$ cat src/rtl/nwmc_pkg.sv
package nwmc_pkg;

	localparam int HOUR_W     = 5;
	localparam int MINUTE_W   = 6;
	localparam int SECOND_W   = 6;
	localparam int TOD_W      = 11;
	localparam int CFG_DATA_W = 11;
	localparam int CFG_IDX_W  = 2;
	localparam int MARK_W     = 2;

	// configuration register indexes
	typedef enum logic [CFG_IDX_W-1:0] {
		REG_NIGHT_START = 2'd0,
		REG_NIGHT_END   = 2'd1,
		REG_AUTO_NIGHT  = 2'd2,
		REG_CLOCK_VALID = 2'd3
	} reg_index_t;

	typedef enum logic {
		CMD_TICK   = 1'b0,
		CMD_MANUAL = 1'b1
	} command_t;

	typedef enum logic [MARK_W-1:0] {
		MARK_NONE     = 2'd0,
		MARK_MINUTE   = 2'd1,
		MARK_HOUR     = 2'd2,
		MARK_MIDNIGHT = 2'd3
	} mark_t;

	typedef struct packed {
		logic [TOD_W-1:0] night_start;
		logic [TOD_W-1:0] night_end;
		logic             auto_night;
		logic             clock_valid;
	} cfg_t;

	typedef struct packed {
		logic night_flag;
		logic override_pending;
	} flags_t;

	typedef struct packed {
		logic                command;
		logic [HOUR_W-1:0]   hour;
		logic [MINUTE_W-1:0] minute;
		logic [SECOND_W-1:0] second;
		logic                manual_night;
	} item_t;

	typedef struct packed {
		logic              night_changed;
		logic              night_on;
		logic [MARK_W-1:0] time_mark;
		logic              night_status;
	} result_t;

endpackage

$ cat src/rtl/nwmc_if.sv
interface nwmc_in_if;
	import nwmc_pkg::*;
	logic                valid;
	logic                ready;
	logic                command;
	logic [HOUR_W-1:0]   hour;
	logic [MINUTE_W-1:0] minute;
	logic [SECOND_W-1:0] second;
	logic                manual_night;

	modport source (output valid, command, hour, minute, second, manual_night, input ready);
	modport sink   (input valid, command, hour, minute, second, manual_night, output ready);
endinterface

interface nwmc_out_if;
	import nwmc_pkg::*;
	logic              valid;
	logic              ready;
	logic              night_changed;
	logic              night_on;
	logic [MARK_W-1:0] time_mark;
	logic              night_status;

	modport source (output valid, night_changed, night_on, time_mark, night_status, input ready);
	modport sink   (input valid, night_changed, night_on, time_mark, night_status, output ready);
endinterface

interface nwmc_cfg_if;
	import nwmc_pkg::*;
	logic                  valid;
	logic                  ready;
	logic [CFG_IDX_W-1:0]  index;
	logic [CFG_DATA_W-1:0] data;

	modport source (output valid, index, data, input ready);
	modport sink   (input valid, index, data, output ready);
endinterface

$ cat src/rtl/nwmc_cfg_regs.sv
module nwmc_cfg_regs (
	input  logic                            clk,
	input  logic                            arst_n,
	input  logic                            wr_en,
	input  logic [nwmc_pkg::CFG_IDX_W-1:0]  wr_index,
	input  logic [nwmc_pkg::CFG_DATA_W-1:0] wr_data,
	output nwmc_pkg::cfg_t                  cfg
);
	import nwmc_pkg::*;

	cfg_t cfg_q;

	always_ff @(posedge clk or negedge arst_n) begin
		if (!arst_n) begin
			cfg_q.night_start <= '0;
			cfg_q.night_end   <= '0;
			cfg_q.auto_night  <= 1'b1;
			cfg_q.clock_valid <= 1'b0;
		end else if (wr_en) begin
			case (reg_index_t'(wr_index))
				REG_NIGHT_START: cfg_q.night_start <= wr_data[TOD_W-1:0];
				REG_NIGHT_END:   cfg_q.night_end   <= wr_data[TOD_W-1:0];
				REG_AUTO_NIGHT:  cfg_q.auto_night  <= wr_data[0];
				REG_CLOCK_VALID: cfg_q.clock_valid <= wr_data[0];
				default: ;
			endcase
		end
	end

	assign cfg = cfg_q;

endmodule

$ cat src/rtl/nwmc_step.sv
module nwmc_step (
	input  nwmc_pkg::cfg_t    cfg,
	input  nwmc_pkg::flags_t  flags,
	input  nwmc_pkg::item_t   item,
	output nwmc_pkg::flags_t  flags_next,
	output nwmc_pkg::result_t res
);
	import nwmc_pkg::*;

	logic [TOD_W-1:0] tod;
	logic             sched;
	logic             tick_changed;
	flags_t           tick_flags;
	mark_t            mark;

	// hour*60 = hour*64 - hour*4, never exceeds 11 bits
	assign tod = ({item.hour, 6'b0} - {4'b0, item.hour, 2'b0}) + TOD_W'(item.minute);

	always_comb begin
		if (cfg.night_start == cfg.night_end) begin
			sched = 1'b0;
		end else if (cfg.night_start < cfg.night_end) begin
			sched = (tod >= cfg.night_start) && (tod < cfg.night_end);
		end else begin
			// window wraps past midnight
			sched = (tod >= cfg.night_start) || (tod < cfg.night_end);
		end
	end

	always_comb begin
		tick_flags   = flags;
		tick_changed = 1'b0;
		if (cfg.auto_night) begin
			if (sched == flags.night_flag) begin
				tick_flags.override_pending = 1'b0;
			end else if (!flags.override_pending) begin
				tick_flags.night_flag = sched;
				tick_changed          = 1'b1;
			end
		end
	end

	always_comb begin
		if (item.second != '0) begin
			mark = MARK_NONE;
		end else if (item.minute != '0) begin
			mark = MARK_MINUTE;
		end else if (item.hour != '0) begin
			mark = MARK_HOUR;
		end else begin
			mark = MARK_MIDNIGHT;
		end
	end

	always_comb begin
		flags_next        = flags;
		res.night_changed = 1'b0;
		res.time_mark     = MARK_NONE;
		case (command_t'(item.command))
			CMD_TICK: begin
				flags_next        = tick_flags;
				res.night_changed = tick_changed;
				res.time_mark     = mark;
			end
			CMD_MANUAL: begin
				if (item.manual_night != flags.night_flag) begin
					flags_next.night_flag       = item.manual_night;
					flags_next.override_pending = 1'b1;
					res.night_changed           = 1'b1;
				end
			end
			default: ;
		endcase
		res.night_on     = flags_next.night_flag;
		res.night_status = flags_next.night_flag & cfg.clock_valid;
	end

endmodule

$ cat src/rtl/night_window_mode_controller_unit.sv
// Night-window mode controller. Items arrive on the item channel: a clock tick
// (command 0, with hour/minute/second) or a manual request (command 1, with
// manual_night). Every item produces exactly one result transaction carrying
// night_changed, night_on, time_mark and night_status. The block is a two-stage
// pipeline (input register, result register) and takes one item per cycle;
// an accepted item waits in the input register, and its result then moves
// into the result register that drives the result channel. Only the result
// channel's ready slows it down. The window [night_start, night_end)
// in minutes since midnight wraps past midnight when start > end and is empty
// when they are equal. Configuration writes are always taken (ready tied high)
// and must only be issued while no item is in flight.
module night_window_mode_controller_unit (
	input  logic        clk,
	input  logic        arst_n,
	nwmc_in_if.sink     item,
	nwmc_out_if.source  result,
	nwmc_cfg_if.sink    cfg
);
	import nwmc_pkg::*;

	// configuration registers
	cfg_t cfg_regs;

	assign cfg.ready = 1'b1;

	nwmc_cfg_regs u_cfg_regs (
		.clk      (clk),
		.arst_n   (arst_n),
		.wr_en    (cfg.valid),
		.wr_index (cfg.index),
		.wr_data  (cfg.data),
		.cfg      (cfg_regs)
	);

	// stage 1: registered input item
	logic    valid_s1;
	item_t   item_s1;
	// stage 2: registered result
	logic    valid_s2;
	result_t result_s2;
	// mode state, updated as an item moves from stage 1 into stage 2
	flags_t  flags_q;

	flags_t  flags_next;
	result_t step_res;
	logic    adv_s2;
	logic    load_s2;
	logic    take_s1;

	// result register frees when empty or when its transaction completes
	assign adv_s2  = !valid_s2 || result.ready;
	assign load_s2 = valid_s1 && adv_s2;
	// input register takes a new item when it is empty or draining this cycle
	assign item.ready = !valid_s1 || adv_s2;
	assign take_s1    = item.valid && item.ready;

	nwmc_step u_step (
		.cfg        (cfg_regs),
		.flags      (flags_q),
		.item       (item_s1),
		.flags_next (flags_next),
		.res        (step_res)
	);

	// control state
	always_ff @(posedge clk or negedge arst_n) begin
		if (!arst_n) begin
			valid_s1 <= 1'b0;
			valid_s2 <= 1'b0;
			flags_q  <= '0;
		end else begin
			if (item.ready) begin
				valid_s1 <= item.valid;
			end
			if (adv_s2) begin
				valid_s2 <= valid_s1;
			end
			if (load_s2) begin
				flags_q <= flags_next;
			end
		end
	end

	// payload registers, no reset needed
	always_ff @(posedge clk) begin
		if (take_s1) begin
			item_s1.command      <= item.command;
			item_s1.hour         <= item.hour;
			item_s1.minute       <= item.minute;
			item_s1.second       <= item.second;
			item_s1.manual_night <= item.manual_night;
		end
		if (load_s2) begin
			result_s2 <= step_res;
		end
	end

	// result channel driven straight from the result register
	assign result.valid         = valid_s2;
	assign result.night_changed = result_s2.night_changed;
	assign result.night_on      = result_s2.night_on;
	assign result.time_mark     = result_s2.time_mark;
	assign result.night_status  = result_s2.night_status;

endmodule

$ cat src/flat_wrapper.sv
// flat-port wrapper written by rule: the top's interface ports become plain ports
module night_window_mode_controller_unit_flat import nwmc_pkg::*;
  (clk, arst_n, item_valid, item_command, item_hour, item_minute, item_second, item_manual_night, item_ready, result_valid, result_night_changed, result_night_on, result_time_mark, result_night_status, result_ready, cfg_valid, cfg_index, cfg_data, cfg_ready);
  nwmc_in_if item_i ();
  nwmc_out_if result_i ();
  nwmc_cfg_if cfg_i ();
  input  logic clk;
  input  logic arst_n;
  input wire logic [$bits(item_i.valid)-1:0] item_valid;
  input wire logic [$bits(item_i.command)-1:0] item_command;
  input wire logic [$bits(item_i.hour)-1:0] item_hour;
  input wire logic [$bits(item_i.minute)-1:0] item_minute;
  input wire logic [$bits(item_i.second)-1:0] item_second;
  input wire logic [$bits(item_i.manual_night)-1:0] item_manual_night;
  output wire logic [$bits(item_i.ready)-1:0] item_ready;
  output wire logic [$bits(result_i.valid)-1:0] result_valid;
  output wire logic [$bits(result_i.night_changed)-1:0] result_night_changed;
  output wire logic [$bits(result_i.night_on)-1:0] result_night_on;
  output wire logic [$bits(result_i.time_mark)-1:0] result_time_mark;
  output wire logic [$bits(result_i.night_status)-1:0] result_night_status;
  input wire logic [$bits(result_i.ready)-1:0] result_ready;
  input wire logic [$bits(cfg_i.valid)-1:0] cfg_valid;
  input wire logic [$bits(cfg_i.index)-1:0] cfg_index;
  input wire logic [$bits(cfg_i.data)-1:0] cfg_data;
  output wire logic [$bits(cfg_i.ready)-1:0] cfg_ready;
  assign item_i.valid = item_valid;
  assign item_i.command = item_command;
  assign item_i.hour = item_hour;
  assign item_i.minute = item_minute;
  assign item_i.second = item_second;
  assign item_i.manual_night = item_manual_night;
  assign item_ready = item_i.ready;
  assign result_valid = result_i.valid;
  assign result_night_changed = result_i.night_changed;
  assign result_night_on = result_i.night_on;
  assign result_time_mark = result_i.time_mark;
  assign result_night_status = result_i.night_status;
  assign result_i.ready = result_ready;
  assign cfg_i.valid = cfg_valid;
  assign cfg_i.index = cfg_index;
  assign cfg_i.data = cfg_data;
  assign cfg_ready = cfg_i.ready;
  night_window_mode_controller_unit u_core (.clk(clk), .arst_n(arst_n), .item(item_i), .result(result_i), .cfg(cfg_i));
endmodule
$ cat config.mk
export PLATFORM = sky130hd
export DESIGN_NAME = night_window_mode_controller_unit_flat
export DESIGN_NICKNAME = d
export VERILOG_FILES = /design/src/rtl/nwmc_pkg.sv /design/src/rtl/nwmc_if.sv /design/src/rtl/nwmc_cfg_regs.sv /design/src/rtl/nwmc_step.sv /design/src/rtl/night_window_mode_controller_unit.sv /design/src/flat_wrapper.sv
export SDC_FILE = /design/constraint.sdc
export NUM_CORES = 1
export LEC_CHECK = 0
export BUFFER_PORTS_ARGS = -buffer_cell sky130_fd_sc_hd__clkbuf_2
export CAP_MARGIN = 20
export CORE_MARGIN = 10
export CORE_UTILIZATION = 51
export DETAILED_ROUTE_END_ITERATION = 10
export HOLD_SLACK_MARGIN = 0.08
export PLACE_DENSITY = 0.74
export SYNTH_ARGS = -nofsm -noshare
export SYNTH_HDL_FRONTEND = slang
export SYNTH_HIERARCHICAL = 1
export SYNTH_SLANG_ARGS = --single-unit
$ cat constraint.sdc
create_clock -name clk -period 5.1 [get_ports clk]
set_clock_uncertainty 0.2 [all_clocks]
set_input_delay 1.02 -clock clk [delete_from_list [all_inputs] [get_ports clk]]
set_output_delay 1.02 -clock clk [all_outputs]
set_load 0.01 [all_outputs]
Word level (Yosys, flattened, before mapping)
Cells that the tools add are included.

storage, ports and cells
  logic and storage cells = 68
  register bits after elaboration = 52

cells by class
  equal/unequal tests = 9
  mux-type cells = 15
  order comparisons = 3
  bitwise logic cells = 2
  add/subtract/negate cells = 2
  reduce and logical (&&, ||, !) cells = 19

operators with widths
  operator                                                                  count
  11-bit less-than comparator                                               2
  6-bit nonzero test                                                        2
  11-bit by 6-bit adder with 11-bit output                                  1
  11-bit equality test                                                      1
  11-bit greater-or-equal comparator                                        1
  1-bit two-way mux                                                         11
  11-bit by 7-bit subtractor with 11-bit output                             1
  2-bit AND reduction                                                       4
  5-bit nonzero test                                                        1
  2-bit equality test (second input constant)                               2
  2-bit two-way mux                                                         2
  2-bit inequality test (second input constant)                             2
  2-bit case mux with 2 select lines                                        1
  4-bit AND reduction                                                       1
  1-bit logical AND                                                         3
  1-bit logical OR                                                          3
  3-bit OR reduction                                                        1
  2-bit by 1-bit equality test with 1-bit output (second input constant)    1
  1-bit zero test                                                           2
  2-bit zero test                                                           1
  2-bit by 1-bit inequality test with 1-bit output (second input constant)  1
  1-bit case mux with 2 select lines                                        1
  2-bit OR reduction                                                        1
  1-bit AND                                                                 1
  3 further kinds                                                           3

Longest topological paths before layout
Gate-level depths: netlist of run 1.

  depth in word-level cells = 11
  mapped depth = 18
  gate-level depth less buffers = 18

Modules after synthesis
Netlist of run 1, hierarchy kept.

modules (own cells, without submodules)
  module                             area each (µm²)  sequential area each (µm²)  instances  cells an instance
  nwmc_step                          1182.4           0.0                         1          169
  nwmc_cfg_regs                      960.9            601.8                       1          54
  night_window_mode_controller_unit  918.4            820.8                       1          39

Least setup slack after synthesis of run 1
No wires, ideal clock.

  path kind = flip-flop to flip-flop
  start = register u_core/item_s1[9] in the netlist's numbering
  end = register u_core/flags_q[0] in the netlist's numbering
  setup slack = 1.275 ns
  buffers on the path = 0
  arrival = 3.500 ns
  clock period less this slack = 3.825 ns
  stages on the path, launching flop included = 18
  setup time = 0.125 ns
  required time = 4.775 ns
  cell sequence = edfxtp_1 ha_1 o21a_1 o21a_1 o21a_1 o21ai_0 nand2b_1 nor4_1 xnor2_1 ha_1 nand4_1 nor3_1 a21oi_1 a31o_1 a211o_1 mux2_4 nor2_1 mux2_4

on the way
  cells in the longest elaborated chain, start to end = 8

ends and longest elaborated chain
  element                                                                            RTL line                                 text
  start: declaration                                                                 night_window_mode_controller_unit.sv:37  item_t item_s1;
  11-bit by 6-bit adder with 11-bit output *                                         nwmc_step.sv:17                          assign tod = ({item.hour, 6'b0} - {4'b0, item.hour, 2'b0}) + TOD_W'(item.minute);
  11-bit greater-or-equal comparator or 11-bit less-than comparator (tied branches)  nwmc_step.sv:23, nwmc_step.sv:26
  1-bit logical OR or 1-bit logical AND (tied branches)                              nwmc_step.sv:26, nwmc_step.sv:23
  1-bit two-way mux *                                                                nwmc_step.sv:22                          end else if (cfg.night_start < cfg.night_end) begin
  1-bit two-way mux *                                                                nwmc_step.sv:20                          if (cfg.night_start == cfg.night_end) begin
  1-bit equality test *                                                              nwmc_step.sv:34                          if (sched == flags.night_flag) begin
  2-bit inequality test (no line) *                                                  -
  4-bit AND reduction (no line) *                                                    -
  end signal: assignment                                                             night_window_mode_controller_unit.sv:79  flags_q <= flags_next;
  end: declaration                                                                   night_window_mode_controller_unit.sv:42  flags_t flags_q;

Every way passes the cells marked *; elsewhere a longest branch is shown, timed or not.
A chain may end at the register's enable or synchronous reset.

==> results of run 1 <==
==> synthesized netlist by cell type (all sizes together) (2+ instances only) <==
library cell  instances
o211ai                2
ha                   39
o21a                  3
xnor2                 5
nand2b                5
o21ai                10
mux2                 27
nor4                  4
nor2b                 3
edfxtp               24
nand4                 7
nand3b                5
inv                  32
dfrtp                27
a21oi                15
a31o                  2
nand2                10
nor2                 15
nor3                  8
a211oi                2
and2                  2
buf                   4
nand3                 2
==> per-layer routing <==
layer	part of all wire	wire [µm]	vias up
li1	-	-	1026
met1	0.42	2590	962
met2	0.51	3160	54
met3	0.042	260	15
met4	0.022	138	0
met5	0	0	-
==> per-stage QoR <==
stage                     cells  hold slack [ns]  setup slack, ns  area, µm²   util
after floorplan             262            0.270             1.28       3060      -
final                       384            0.313            0.903       3450  0.586
after CTS                   384            0.315            0.944       3450  0.586
after global placement      376            0.291             1.14       3340  0.567
after detailed placement    376            0.294            0.973       3340  0.567
after global routing        384            0.354            0.555       3450  0.586
==> critical path, cell delays in order (launching register included) <==
cell      delay [ns]
edfxtp_1        0.40
inv_1           0.10
ha_1            0.25
o21a_1          0.21
o21a_1          0.21
o21a_1          0.20
o21ai_0         0.16
nand2b_1        0.14
nor4_1          0.26
xnor2_1         0.14
ha_1            0.34
nand4_1         0.11
nor3_1          0.22
a21oi_1         0.11
a31o_1          0.19
a211o_1         0.33
a31o_2          0.24
and2_1          0.15
==> power groups by stage <==
stage	combinational [µW]	sequential, µW	clock [µW]
after global placement	380	561	0
after global routing	460	567	311
after floorplan	304	551	0
after CTS	402	557	296
after detailed placement	398	565	0
final	401	556	285
==> cell type report <==
| type | count | area (µm²) |
|---|---|---|
| clock buffer | 6 | 72.6 |
| clock inverter | 2 | 38.8 |
| fill | 500 | 2440 |
| inverter | 32 | 120 |
| multi-input combinational | 174 | 1490 |
| sequential | 52 | 1420 |
| tap | 75 | 93.8 |
| timing repair buffer | 43 | 215 |
==> worst max-delay path by stage <==
stage,from,to,slack (ns),cells past startpoint
after detailed placement,u_core/item_s1[13]$_DFFE_PP_,u_core/flags_q[0]$_DFFE_PN0P_,0.97,18
final,u_core/item_s1[13]$_DFFE_PP_,u_core/result.night_status$_DFFE_PP_,0.90,17
after global placement,u_core/item_s1[9]$_DFFE_PP_,u_core/result.night_status$_DFFE_PP_,1.14,16
after CTS,u_core/item_s1[13]$_DFFE_PP_,u_core/result.night_status$_DFFE_PP_,0.94,17
after global routing,u_core/item_s1[14]$_DFFE_PP_,u_core/flags_q[0]$_DFFE_PN0P_,0.56,18
after floorplan,u_core/item_s1[9]$_DFFE_PP_,u_core/flags_q[0]$_DFFE_PN0P_,1.28,17
==> flip-flops by register name, indices dropped and copies added (netlist names) <==
name / count
u_core/flags_q: 2
u_core/result.night_changed: 1
u_core/u_cfg_regs/cfg: 24
u_core/result.valid: 1
u_core/item_s1: 19
u_core/result.time_mark: 2
u_core/result.night_status: 1
u_core/result.night_on: 1
u_core/valid_s1: 1
==> logic make-up (layout without fill, tap and decap cells) <==
logic type                 count (synthesis)  after routing  share of synthesized area
other                                      1              1                    0.00122
and+or+nand+nor                           63             63                      0.114
DFF                                       52             52                      0.465
adders and majority gates                 39             39                      0.159
AOI/OAI and AO/OA                         39             39                     0.0813
muxes                                     27             27                      0.115
buffers and inverters                     36             83                     0.0503
xor gates and xnor gates                   5              5                     0.0143
==> results.py, run 1 <==
metrics = {
    "critical_path": {
        "cp.required_ns": 4.97,
        "rrSetupSlack_ns": 0.90,
        "timing.rr.end": "u_core/result.night_status$_DFFE_PP_",
        "rr_worst_depth": 17,
        "rr_startpoint": "u_core/item_s1[13]$_DFFE_PP_",
        "end_kind": "flop",
        "critical_path_class": "flop to flop",
        "cp_max_fo": 4,
        "critPathLaunchType": "flop",
        "worstPathArrival_ns": 4.06,
    },
    "global_route": {
        "grt-busiest-layer": "met2",
        "grtUsageMet3": 0.0349,
        "track_usage": 0.138,
        "grt.met1_usage": 0.161,
        "grt_pass1_vias": 2259,
        "grt_pass1_wl_um": 10900,
        "grt_remaining_overflow": 0,
        "gr-usage-met2": 0.237,
        "antenna_found_initial": 0,
        "grt_max_degree": 29,
    },
    "placement": {
        "gp_congestion": 0.890,
        "port_buffers": 43,
        "place_hpwl_um": 5010,
    },
    "detailed_routing": {
        "vias": 2057,
        "vias_per_cell": 5.36,
        "ant_nets": 0,
        "dr.pass1.iters": 4,
        "wl_per_cell_um": 16.0,
        "drtIter0Drc": 106,
        "drc": 0,
        "drt_wl_total_um": 6150,
    },
    "logic_synthesis": {
        "synth-edff-count": 24,
        "synth_top_cell_area_share": 0.235,
        "synth_nets": 338,
        "yosysSeqAreaShare": 0.465,
        "async_flop_share": 0.538,
        "synth_cells": 262,
        "yosys.area.top_type": "edfxtp_1",
        "synth-main-ff-cell": "dfrtp_1",
        "synth_cell_types": 40,
        "netlist_area_um2": 3060,
        "syn_area_per_cell_um2": 11.7,
        "synth_area_leaders": "edfxtp_1 24%, dfrtp_1 22%, ha_1 16%",
        "ys_ff_latch": 52,
        "ys_warn_count": 6,
    },
    "min_path": {
        "min_path_cells": 1,
        "hold_path.class": "flop to flop",
        "holdPathEnd": "u_core/u_cfg_regs/cfg[12]$_DFFE_PN0P_",
        "min_from": "u_core/u_cfg_regs/cfg[12]$_DFFE_PN0P_",
    },
    "floorplan": {
        "dieArea_um2": 9500,
        "ios": 45,
        "die_w_um": 97.5,
        "rows": 28,
        "core_area_um2": 5890,
        "start_util": 0.520,
        "fp.dieH_um": 97.5,
    },
    "timing": {
        "slew_headroom": 0.345,
        "report.final.slew_viol_count": 0,
        "timing.fmax_ghz": 0.238,
        "fin_setup_tns_ns": 0,
        "tightest_slew_ns": 0.978,
        "period_share": 0.823,
        "hold_viol_final": 0,
        "rsz0062_at_grt": "no",
        "setup_viol": 0,
        "period_minus_slack_ns": 4.20,
    },
    "power": {
        "p_switching_uw": 393,
        "powerDensity_nw_per_um2": 360,
        "finalPower_uw": 1240,
        "combPwrFrac": 0.323,
        "p_sw_frac": 0.316,
        "p_leak_uw": 0.00162,
        "p_clk_frac": 0.230,
        "worst_ir_drop_vdd_v": 0.000184,
        "p_int_uw": 850,
        "p_seq_frac": 0.447,
    },
    "cts": {
        "cts_made_buffers": 5,
        "tritoncts": "yes",
        "htreeDepth": 2,
        "cts_resized": 0,
        "postCtsHoldBufs": 0,
        "clk_pin_slew_ns": 0.10,
        "clock_sinks": 52,
        "root_buffer": "clkbuf_8",
        "clk_latency_ns": 0.31,
        "clock_path_buffers": 2,
        "postCtsSetupBuffers": 0,
    },
    "finish": {
        "synthToLayoutAreaGrowth_pct": 12.6,
        "final_cell_mix": "43 x clkbuf_2, 39 x ha_1, 32 x inv_1",
        "final_nets": 384,
        "drive_gt1_frac": 0.275,
        "n_antenna_cell": 0,
        "final_common_cell": "clkbuf_2",
    },
    "status": {
        "outcome": "finished clean",
    },
    "run": {
        "maxCapViolCount": 0,
    },
}
Power figures use the tool's default switching activity.
==> run 2, diff against run 1 <==
--- a/config.mk
+++ b/config.mk
@@ -5,13 +5,14 @@
 export SDC_FILE = /design/constraint.sdc
 export NUM_CORES = 1
 export LEC_CHECK = 0
+export ABC_AREA = 1
 export BUFFER_PORTS_ARGS = -buffer_cell sky130_fd_sc_hd__clkbuf_2
 export CAP_MARGIN = 20
 export CORE_MARGIN = 10
 export CORE_UTILIZATION = 51
 export DETAILED_ROUTE_END_ITERATION = 10
 export HOLD_SLACK_MARGIN = 0.08
-export PLACE_DENSITY = 0.74
+export PLACE_DENSITY = 0.77
 export SYNTH_ARGS = -nofsm -noshare
 export SYNTH_HDL_FRONTEND = slang
 export SYNTH_HIERARCHICAL = 1
==> constraint.sdc (replaced) <==
create_clock -name clk -period 3.5 [get_ports clk]
set_clock_uncertainty 0.2 [all_clocks]
set_input_delay 0.7 -clock clk [delete_from_list [all_inputs] [get_ports clk]]
set_output_delay 0.7 -clock clk [all_outputs]
set_load 0.01 [all_outputs]
==> run 2 against run 1 <==
Global-route usage grew 0.25 points. Area after synthesis grew 6.5%. Critical endpoint is now u_core/result.night_on$_DFFE_PP_. Worst hold slack lost 0.097 ns.
==> results.py, run 2 <==
metrics = {
    "status": {
        "outcome": "finished clean",
    },
    "cts": {
        "clk_pin_slew_ns": 0.10,
        "tritoncts": "yes",
        "postCtsHoldBufs": 0,
        "clock_sinks": 52,
        "root_buffer": "clkbuf_8",
        "htreeDepth": 2,
        "clk_latency_ns": 0.31,
        "clock_path_buffers": 2,
        "cts_made_buffers": 5,
    },
    "global_route": {
        "antenna_found_initial": 0,
        "grt_pass1_wl_um": 11500,
        "grt_pass1_vias": 2564,
        "track_usage": 0.140,
        "grt_max_degree": 29,
        "grt_remaining_overflow": 0,
    },
    "floorplan": {
        "start_util": 0.520,
        "rows": 29,
        "core_area_um2": 6280,
        "dieArea_um2": 10000,
        "fp.dieH_um": 100,
        "die_w_um": 100,
        "ios": 45,
    },
    "critical_path": {
        "cp_top_family": "simple AND/OR/NAND/NOR gates",
        "slowest_stage": "edfxtp_1",
        "worstPathArrival_ns": 3.21,
        "critPathLaunchType": "flop",
        "cp.required_ns": 3.35,
        "worst-path-buf-inv": 5,
        "cp_max_fo": 4,
        "cpMostUsedCell": "nand2_2",
        "rr_startpoint": "u_core/item_s1[13]$_DFFE_PP_",
        "timing.rr.end": "u_core/result.night_on$_DFFE_PP_",
        "max_stage_delay_ns": 0.43,
        "rr_worst_depth": 26,
        "end_kind": "flop",
        "rrSetupSlack_ns": 0.14,
        "critical_path_class": "flop to flop",
    },
    "timing": {
        "period_share": 0.960,
        "rsz0062_at_grt": "yes",
        "slew_headroom": 0.526,
        "timing.fmax_ghz": 0.298,
        "fin_setup_tns_ns": 0,
        "worst_hold_slack_ns": 0.216,
        "hold_viol_final": 0,
        "period_minus_slack_ns": 3.36,
        "fin_ws_ns": 0.141,
        "setup_viol": 0,
        "report.final.slew_viol_count": 0,
        "tightest_slew_ns": 0.710,
    },
    "logic_synthesis": {
        "ys_ff_latch": 52,
        "synth_nets": 456,
        "synth-edff-count": 24,
        "yosysSeqAreaShare": 0.436,
        "yosys.area.top_type": "edfxtp_1",
        "ys_warn_count": 6,
        "async_flop_share": 0.538,
        "synth_most_common_cell": "nand2_1",
        "synth-main-ff-cell": "dfrtp_1",
        "synth_area_leaders": "edfxtp_1 22%, dfrtp_1 21%, ha_1 15%",
        "synth_cell_types": 31,
        "synth_top_cell_area_share": 0.221,
        "synth_cells": 380,
        "yosys-top-cells-count": "98 x nand2_1, 57 x inv_1, 39 x ha_1",
        "netlist_area_um2": 3260,
        "syn_area_per_cell_um2": 8.58,
    },
    "min_path": {
        "hold_path.class": "input pin to async pin",
    },
    "detailed_routing": {
        "wl_per_cell_um": 13.8,
        "drt_wl_total_um": 6920,
        "vias_per_cell": 5.19,
        "ant_nets": 0,
        "drtIter0Drc": 152,
        "dr.pass1.iters": 4,
        "drc": 0,
        "vias": 2604,
    },
    "placement": {
        "place_hpwl_um": 5470,
        "pre_cts_ws_ns": 0.0898,
        "gp_congestion": 0.845,
        "port_buffers": 43,
    },
    "power": {
        "worst_ir_drop_vdd_v": 0.000303,
        "p_leak_uw": 0.00193,
        "powerDensity_nw_per_um2": 492,
    },
    "finish": {
        "synthToLayoutAreaGrowth_pct": 13.2,
        "n_fill_cell": 520,
        "largest_register_ffs": 24,
        "n_antenna_cell": 0,
        "final_nets": 500,
        "final_common_cell": "nand2_1",
        "drive_gt1_frac": 0.235,
        "utilization": 0.588,
        "final_cell_mix": "95 x nand2_1, 54 x inv_1, 44 x clkbuf_2",
    },
    "run": {
        "maxCapViolCount": 0,
    },
}
[run 2: cell types whose count changed in the layout (fill, tap and decap cells not counted), moves of 5 or more]
| cell | change |
|---|---|
| nand2_1 | +86 |
| nand3_1 | +25 |
| inv_1 | +22 |
| nand2_2 | +22 |
| mux2_2 | -14 |
| mux2_4 | -13 |
| nand4_1 | +7 |
| nor2_1 | +7 |
| nor3_1 | -7 |
| o21ai_0 | -6 |
| buf_4 | +5 |
| nand3b_1 | -5 |
| xnor2_1 | -5 |
[run 2: routing by layer]
metal / wire length, µm / vias up / global-route usage / share of wire
li1: - / 1318 / - / -
met4: 167 / 0 / 0.0533 / 0.024
met5: 0 / - / 0 / 0
met3: 378 / 15 / 0.0357 / 0.055
met2: 3550 / 77 / 0.241 / 0.51
met1: 2820 / 1194 / 0.163 / 0.41
[run 2: cells by family (layout without fill, tap and decap cells)]
family,Yosys count,in the layout,share of synthesized area
compound gates,22,22,0.0437
xor+xnor,3,3,0.00806
fa+ha+maj,39,39,0.150
buf+inv,69,114,0.0913
flops,52,52,0.436
other cells,1,1,0.00115
simple gates,194,194,0.270
[run 2: layout make-up]
class | count | area, µm² | share of cell area
clock buffers | 7 | 87.6 | 0.0237
flip-flops and latches | 52 | 1420 | 0.385
repair buffers | 48 | 253 | 0.0685
multi-input cells | 259 | 1610 | 0.436
inverters | 58 | 218 | 0.0590
well taps | 77 | 96.3 | 0.0261
clock inverters | 1 | 6.26 | 0.00169
[run 2: worst max path at each step]
stage / from / endpoint / slack (ns) / depth (start not counted)
2_1_floorplan: u_core/item_s1[9]$_DFFE_PP_ / u_core/result.night_on$_DFFE_PP_ / 0.29 / 25
3_3_place_gp: u_core/item_s1[9]$_DFFE_PP_ / u_core/result.night_on$_DFFE_PP_ / 0.30 / 24
3_5_place_dp: u_core/item_s1[13]$_DFFE_PP_ / u_core/result.night_on$_DFFE_PP_ / 0.09 / 25
4_1_cts: u_core/item_s1[13]$_DFFE_PP_ / u_core/result.night_on$_DFFE_PP_ / 0.09 / 25
5_1_grt: u_core/item_s1[13]$_DFFE_PP_ / u_core/result.night_on$_DFFE_PP_ / -0.11 / 26
6_report: u_core/item_s1[13]$_DFFE_PP_ / u_core/result.night_on$_DFFE_PP_ / 0.14 / 26
[run 2: where the power goes]
group	total (µW)	switching [µW]	internal (µW)
combinational	655	394	261
clock	358	194	164
sequential	804	66.2	738
total	1820	654	1160
[run 2: through the flow]
stage          total power [µW]  std cells  cell area, µm²
3_5_place_dp               1430        490            3500
5_1_grt                    1970        502            3690
4_1_cts                    1790        498            3590
3_3_place_gp               1400        490            3500
2_1_floorplan              1270        380            3260
6_report                   1820        502            3690
[run 2: repair_timing]
item / 4_1_cts / 5_1_grt
gates resized for setup: 0 / 16
setup endpoints to repair: 0 / 5
buffers inserted: 0 / 4
endpoints found under the hold margin: 0 / 0
